===== src/rtl/core/spf_pkg.sv =====
// shared types, command codes and constants for the stateful packet filter
package spf_pkg;

  localparam int RULE_SLOTS_DEF = 256;
  localparam int FLOW_SLOTS_DEF = 4096;
  localparam int QUEUE_DEPTH    = 2;

  localparam logic [15:0] MIN_PACKET_LEN = 16'd20;
  localparam logic [7:0]  PROTO_TCP      = 8'd6;
  localparam logic [7:0]  PROTO_UDP      = 8'd17;

  // command codes
  localparam logic [2:0] CMD_CHECK  = 3'd0;
  localparam logic [2:0] CMD_ADD    = 3'd1;
  localparam logic [2:0] CMD_UNLINK = 3'd2;
  localparam logic [2:0] CMD_FLUSH  = 3'd3;
  localparam logic [2:0] CMD_TICK   = 3'd4;
  localparam logic [2:0] CMD_PURGE  = 3'd5;

  // decision source codes
  localparam logic [2:0] DEC_DISABLED = 3'd0;
  localparam logic [2:0] DEC_NONE     = 3'd1;
  localparam logic [2:0] DEC_FLOW     = 3'd2;
  localparam logic [2:0] DEC_RULE     = 3'd3;
  localparam logic [2:0] DEC_DEFAULT  = 3'd4;

  // configuration register indexes
  localparam logic CFG_ENABLE  = 1'b0;
  localparam logic CFG_DEFAULT = 1'b1;

  // classified request between front and back
  typedef struct packed {
    logic [2:0]  cmd;
    logic        pre;
    logic        pre_verdict;
    logic [2:0]  pre_dec;
    logic [31:0] src_ip;
    logic [31:0] dst_ip;
    logic [31:0] src_ip_mask;
    logic [31:0] dst_ip_mask;
    logic [7:0]  protocol;
    logic [15:0] sport;
    logic [15:0] dport;
    logic        rule_verdict;
    logic [31:0] argument;
  } req_t;

  typedef struct packed {
    logic [31:0] src;
    logic [31:0] src_ip_mask;
    logic [31:0] dst;
    logic [31:0] dst_ip_mask;
    logic [15:0] sport;
    logic [15:0] dport;
    logic [7:0]  proto;
    logic        action;
  } rule_entry_t;

  typedef struct packed {
    logic        active;
    logic [31:0] src;
    logic [31:0] dst;
    logic [15:0] sport;
    logic [15:0] dport;
    logic [7:0]  proto;
    logic [31:0] seen;
  } flow_entry_t;

endpackage


===== src/rtl/core/spf_front.sv =====
// front end: accepts requests, classifies packets and queues them for the back end
module spf_front (
  input  logic              clk,
  input  logic              rst,
  input  logic              push,
  output logic              full,
  input  logic              busy,
  input  logic              filter_enabled,
  input  logic              default_verdict,
  input  logic [2:0]        cmd,
  input  logic [31:0]       src_ip,
  input  logic [31:0]       dst_ip,
  input  logic [31:0]       src_ip_mask,
  input  logic [31:0]       dst_ip_mask,
  input  logic [7:0]        protocol,
  input  logic [15:0]       sport,
  input  logic [15:0]       dport,
  input  logic              rule_verdict,
  input  logic [15:0]       packet_len,
  input  logic [3:0]        header_words,
  input  logic [31:0]       argument,
  output logic              q_valid,
  output spf_pkg::req_t     q_req,
  input  logic              q_pop
);

  localparam int QD  = spf_pkg::QUEUE_DEPTH;
  localparam int PW  = (QD > 1) ? $clog2(QD) : 1;
  localparam int CNW = $clog2(QD + 1);

  spf_pkg::req_t req;
  spf_pkg::req_t queue [QD];
  logic [PW-1:0]  wr_ptr;
  logic [PW-1:0]  rd_ptr;
  logic [CNW-1:0] count;
  logic           take;
  logic           ports_ok;
  logic [15:0]    hdr_need;

  // transport ports count only when the header plus 4 bytes is present
  assign hdr_need = 16'({header_words, 2'b00}) + 16'd4;
  assign ports_ok = ((protocol == spf_pkg::PROTO_TCP) || (protocol == spf_pkg::PROTO_UDP))
                    && (packet_len >= hdr_need);

  // classify the request
  always_comb begin
    req              = '0;
    req.cmd          = cmd;
    req.src_ip       = src_ip;
    req.dst_ip       = dst_ip;
    req.src_ip_mask  = src_ip_mask;
    req.dst_ip_mask  = dst_ip_mask;
    req.protocol     = protocol;
    req.rule_verdict = rule_verdict;
    req.argument     = argument;
    req.sport        = sport;
    req.dport        = dport;
    req.pre_dec      = spf_pkg::DEC_NONE;
    if (cmd == spf_pkg::CMD_CHECK) begin
      if (!ports_ok) begin
        req.sport = '0;
        req.dport = '0;
      end
      if (!filter_enabled) begin
        req.pre         = 1'b1;
        req.pre_verdict = 1'b1;
        req.pre_dec     = spf_pkg::DEC_DISABLED;
      end else if (packet_len < spf_pkg::MIN_PACKET_LEN) begin
        req.pre         = 1'b1;
        req.pre_verdict = default_verdict;
        req.pre_dec     = spf_pkg::DEC_NONE;
      end
    end
  end

  assign full    = (count == CNW'(QD)) || busy;
  assign take    = push && !full;
  assign q_valid = (count != '0);
  assign q_req   = queue[rd_ptr];

  // queue storage
  always_ff @(posedge clk) begin
    if (take) begin
      queue[wr_ptr] <= req;
    end
  end

  // queue pointers
  always_ff @(posedge clk) begin
    if (rst) begin
      wr_ptr <= '0;
      rd_ptr <= '0;
      count  <= '0;
    end else begin
      if (take) begin
        wr_ptr <= (wr_ptr == PW'(QD - 1)) ? '0 : wr_ptr + 1'b1;
      end
      if (q_pop) begin
        rd_ptr <= (rd_ptr == PW'(QD - 1)) ? '0 : rd_ptr + 1'b1;
      end
      if (take && !q_pop) begin
        count <= count + 1'b1;
      end else if (!take && q_pop) begin
        count <= count - 1'b1;
      end
    end
  end

endmodule


===== config.mk =====
export PLATFORM = sky130hd
export DESIGN_NAME = spf_front
export DESIGN_NICKNAME = d
export VERILOG_FILES = /design/src/rtl/core/spf_pkg.sv /design/src/rtl/core/spf_front.sv
export SDC_FILE = /design/constraint.sdc
export NUM_CORES = 1
export LEC_CHECK = 0
export BUFFER_PORTS_ARGS = -buffer_cell sky130_fd_sc_hd__buf_2
export CAP_MARGIN = 20
export CORE_MARGIN = 2
export CORE_UTILIZATION = 56
export DETAILED_ROUTE_END_ITERATION = 10
export PLACE_DENSITY_LB_ADDON = 0.25
export SYNTH_ARGS = -nofsm -noshare
export SYNTH_HDL_FRONTEND = slang
export SYNTH_SLANG_ARGS = --single-unit

===== constraint.sdc =====
create_clock -name clk -period 37.2 [get_ports clk]
set_input_delay 1.86 -clock clk [delete_from_list [all_inputs] [get_ports clk]]
set_output_delay 1.86 -clock clk [all_outputs]
set_load 0.01 [all_outputs]

==> impl_metrics.tcl, run 1 <==
set metrics [dict create \
    status "finished, final reports clean" \
    fin_setup_tns_ns 0 \
    final_antenna_net_count 0 \
    hp-class "flop to flop" \
    rsz0062_at_grt "false" \
    synth_top_area_share 0.790 \
    grt_util_all_layers 0.224 \
    hold_viol_final 0 \
    grt_pass1_vias 8758 \
    arrival_ns 3.20 \
    nets 1479 \
    place_ws_ns 32.54 \
    wirelength_um 34800 \
    grt_pass1_wl_um 49400 \
    drcViolationCount 0 \
    synthArstFlopShare 0 \
    worst_slew_pin_slew_ns 1.10 \
    fin_ws_ns 32.14 \
    path_common_cell "buf_4" \
    num_vias 8741 \
    min_period_over_period 0.136 \
    seq_area_frac_synth 0.796 \
    final.fill_count 1817 \
    synth-edff-count 414 \
    die_y_um 172 \
    clockBufferDepth 3 \
    die-area_um2 29500 \
    clock_skew_ns 0.0142 \
    cts_max_level 2 \
    busiest_layer "met2" \
    layout_min_cycle_time_ns 5.06 \
    leakagePower_nw 7.33 \
    crit_path_top_delay_cell "buf_4" \
    grt_max_degree 80 \
    start_util 0.568 \
    die_x_um 172 \
    fin_total_pwr_w 0.00106 \
    synth_warnings 0 \
    drtIter0Drc 618 \
    synth.top_cells.by_area "edfxtp_1, mux2_2, o21ai_0" \
    clkLatencyLatePin_ns 0.52 \
    cap_violations 0 \
    cp-start-kind "flop" \
    post_drt_wl_per_cell_um 20.9 \
    syn_area_um2 15700 \
    cts_tree "yes" \
    r2r_slack_ns 34.05 \
    ys_types 36 \
    path_max_fanout 57 \
    synth_common_cells "edfxtp_1, mux2_2, nor2_1" \
    avgSynthCellArea_um2 20.1 \
    cp_num_buf_inv 3 \
    viasPerCell 5.27 \
    slew-limit-headroom 0.265 \
    gp_congestion 0.803 \
    gr-total-overflow 0 \
    synth-seq-cells 419 \
    cts-root-buf "clkbuf_16" \
    cts-resized-gates 0 \
    peakVddDrop_mv 0.0476 \
    max_freq_mhz 198 \
    gr-usage-met3 0.0752 \
    placement.io_buffers 439 \
    setup_viol 0 \
    grt_use_met1 0.257 \
    crit_chain "buf_4 > buf_4 > mux2_2 > buf_2" \
    cp_top_family "buffers and inverters" \
    ys.flop_type "edfxtp_1" \
    synthMostInstantiatedCell "edfxtp_1" \
    end_kind "output pin" \
    syn_inst 783 \
    core_um2 27700 \
    post_cts_buffers 0 \
    use_met2 0.389 \
    crit_type "flop to output pin" \
    ctsHoldBuffers 0 \
    cts_buffers 41 \
    power-per-cell-area_nw_per_um2 53.8 \
    drtPass1Iterations 7 \
    r2r-start "count[0]" \
    synth_top_cell_by_area "edfxtp_1" \
    required_ns 35.34 \
    drv_slew 0 \
    hp-start "rd_ptr" \
    antenna_found_initial 15 \
    io-pin-count 442 \
    drive_gt1_frac 0.565 \
    hpwl_um 23500 \
    path_clk_slew_ns 0.06 \
    syn_to_final_growth_pct 24.7 \
    critical_path.max_stage_delay_ns 0.68 \
    row_count 61 \
    cts.sinks 419 \
]
-- report_power, final --
| part | switching, W | internal (W) | total, W |
|---|---|---|---|
| sequential | 0.00000688 | 0.000546 | 0.000553 |
| combinational | 0.0000610 | 0.0000503 | 0.000111 |
| clock | 0.000163 | 0.000229 | 0.000392 |
| total | 0.000231 | 0.000825 | 0.00106 |
-- worst paths after layout --
kind                  end  cells after the start
min reg2reg          flop                      2
min                  flop                      2
max            q_req[152]                      4
max reg2reg  queue[1][65]                      4
-- state kept, by name, summed over array words and instances (netlist names), named ones only --
register,cells
queue,414
count,2
wr_ptr,1
rd_ptr,1
-- routing by layer --
layer  up-vias  wire length [um]
met4         8              1020
met1      4251             12400
met5         -                53
met2       401             17800
li1       4005                 -
met3        76              3550
-- placed cells by master (no fill, tap or decap), types with 4 or more instances in the layout --
cell / Yosys / final
ha_1: 7 / 7
mux2_2: 200 / 200
clkinv_2: 0 / 10
a21oi_1: 4 / 4
nor2_1: 38 / 38
clkbuf_16: 0 / 41
diode_2: 0 / 13
mux2_1: 7 / 7
o21ai_0: 34 / 34
inv_1: 7 / 7
buf_4: 2 / 10
clkinv_1: 0 / 5
dfxtp_1: 5 / 4
clkbuf_1: 14 / 5
buf_2: 14 / 439
edfxtp_1: 414 / 414
-- worst register-to-register path, cell delays in order, from the launching register on --
cell      delay, ns
dfxtp_1        0.41
inv_2          0.06
a211oi_1       0.45
and2_4         0.86
buf_4          0.96
-- cell type report --
cell class              count  area, um2  area share
flip-flops and latches    419      12500       0.639
multi-input cells         322       3010       0.153
repair buffers            449       2270       0.116
clock buffers              49       1090      0.0553
well taps                 378        473      0.0241
clock inverters            22        191     0.00975
diodes                     13       32.5     0.00166
inverters                   8       30.0     0.00153
-- kinds of logic after synthesis --
family,count (synthesis),share of synthesized area
AO/OA/AOI/OAI,43,0.0159
XOR/XNOR,6,0.00334
adder cells (fa/ha/maj),7,0.00556
buffers and inverters,43,0.0133
flip-flops,419,0.796
multiplexers,207,0.148
other,1,0.000238
AND/OR/NAND/NOR,57,0.0174
-- through the flow --
| step | instance area (um2) | instances | utilization | hold slack, ns |
|---|---|---|---|---|
| after floorplan | 15700 | 784 | - | 0.474 |
| after global placement | 18300 | 1576 | 0.661 | 0.494 |
| after detailed placement | 18300 | 1576 | 0.661 | 0.514 |
| after CTS | 19600 | 1647 | 0.707 | 0.536 |
| after global routing | 19600 | 1655 | 0.708 | 0.565 |
| final | 19600 | 1660 | 0.709 | 0.529 |
No activity file was read; power rests on OpenSTA's default activity.
==> run 2, diff against run 1 <==
Settings changed: CORE_UTILIZATION 56 to 47.
Clock period 37.2 ns to 4.4 ns, I/O delays scaled along.
==> run 2 against run 1 <==
Compared with the run above: setup slack worse by 31 ns; global-route usage is 1.7 points lower; sequential cell count stayed put; non-clock buffer count is 175 higher; clock power grew to 9.0 times the previous value; highest routed layer unchanged; largest power group unchanged; clock-buffer cell count is 10 higher.
==> impl_metrics.tcl, run 2 (same netlist as run 1, synthesis figures left out) <==
set metrics [dict create \
    status "finished, final reports clean" \
    place_ws_ns 1.84 \
    r2r_cells 4 \
    end_kind "output pin" \
    use_met2 0.352 \
    io-pin-count 442 \
    cap_violations 0 \
    arrival_ns 2.55 \
    hpwl_um 22800 \
    cts_tree "yes" \
    power-per-cell-area_nw_per_um2 429 \
    grt_max_degree 110 \
    start_util 0.473 \
    largest_registers "queue x414, count x2" \
    ctsHoldBuffers 176 \
    fin_setup_tns_ns 0 \
    wirelength_um 36800 \
    post_cts_buffers 0 \
    path_clk_slew_ns 0.06 \
    r2r_slack_ns 2.07 \
    largest_reg_flops 414 \
    setup_viol 0 \
    rr_endpoint "queue[1][136]" \
    fin_ws_ns 1.63 \
    busiest_layer "met2" \
    cts.sinks 419 \
    antenna_found_initial 6 \
    min_to "queue[0][57]" \
    hold_viol_final 0 \
    peakVddDrop_mv 0.392 \
    cts-resized-gates 0 \
    cts_buffers 43 \
    seq_area_um2 12500 \
    gr-total-overflow 0 \
    drtPass1Iterations 4 \
    path_max_fanout 71 \
    clock_skew_ns 0.00886 \
    post-route-util 0.651 \
    dpl_cell_area_um2 18500 \
    post_drt_wl_per_cell_um 19.3 \
    placement.io_buffers 439 \
    layout_min_cycle_time_ns 2.77 \
    leakagePower_nw 8.14 \
    grt_use_met1 0.238 \
    required_ns 4.18 \
    design_area_um2 21600 \
    die-area_um2 35000 \
    hp-start "sport[8]" \
    r2r-start "count[0]" \
    grt_util_all_layers 0.207 \
    worst_slew_pin_slew_ns 1.16 \
    syn_to_final_growth_pct 37.5 \
    clockBufferDepth 3 \
    hold_depth 3 \
    final_antenna_net_count 0 \
    mostFrequentLayoutCells "buf_2, edfxtp_1, mux2_2, dlygate4sd3_1, clkbuf_16" \
    cts-root-buf "clkbuf_16" \
    max_freq_mhz 361 \
    core_um2 33300 \
    viasPerCell 4.97 \
    die_y_um 187 \
    gr-usage-met3 0.0795 \
    rsz0062_at_grt "false" \
    gp_congestion 0.794 \
    row_count 67 \
    clkLatencyLatePin_ns 0.53 \
    regMostFlops "queue" \
    die_x_um 187 \
    drcViolationCount 0 \
    cts_max_level 2 \
    num_vias 9450 \
    cp-start-kind "flop" \
    drive_gt1_frac 0.494 \
    nets 1656 \
    crit_type "flop to output pin" \
    slew-limit-headroom 0.228 \
    drv_slew 0 \
    grt_pass1_vias 10100 \
    hp-class "input port to flop" \
    min_period_over_period 0.629 \
    grt_pass1_wl_um 56400 \
    final.fill_count 2327 \
    final_common_cell "buf_2" \
    drtIter0Drc 529 \
    multi_input_comb_area_um2 3020 \
]
run 2: metal layers:
layer / vias up / routed length, um
met2: 400 / 18000
met1: 4619 / 14000
li1: 4338 / -
met3: 83 / 3450
met5: - / 58
met4: 10 / 1230
run 2: power breakdown:
part	internal, W	leakage [nW]	switching, W
Sequential	0.00461	3.83	0.0000670
Clock	0.00211	0.675	0.00142
Combinational	0.000541	3.63	0.000546
run 2: worst max-delay path, stage by stage (launching register included):
cell and delay (ns):
dfxtp_4 0.94, buf_12 0.42, mux2_2 0.40, buf_2 0.15
run 2: worst max-delay path by stage:
stage	endpoint	slack, ns	cells past startpoint
after floorplan	queue[0][0]	-1.55	4
after global placement	queue[0][58]	1.73	6
after detailed placement	queue[1][59]	1.84	9
after CTS	q_req[64]	1.58	3
after global routing	q_req[52]	1.50	3
final	q_req[64]	1.63	3
run 2: per-stage QoR:
step	instances	total power, W	hold slack [ns]
2_1_floorplan	784	0.00529	0.285
3_3_place_gp	1644	0.00569	0.407
3_5_place_dp	1645	0.00572	0.411
4_1_cts	1900	0.00938	0.0220
5_1_grt	1900	0.00963	0.0255
6_report	1902	0.00930	0.0493
run 2: layout make-up:
class / count / area share
clock buffers: 59 / 0.0544
diodes: 2 / 0.000231
repair buffers: 624 / 0.190
multi-input cells: 322 / 0.140
well taps: 448 / 0.0259
flip-flops and latches: 419 / 0.579
inverters: 8 / 0.00139
clock inverters: 20 / 0.00907
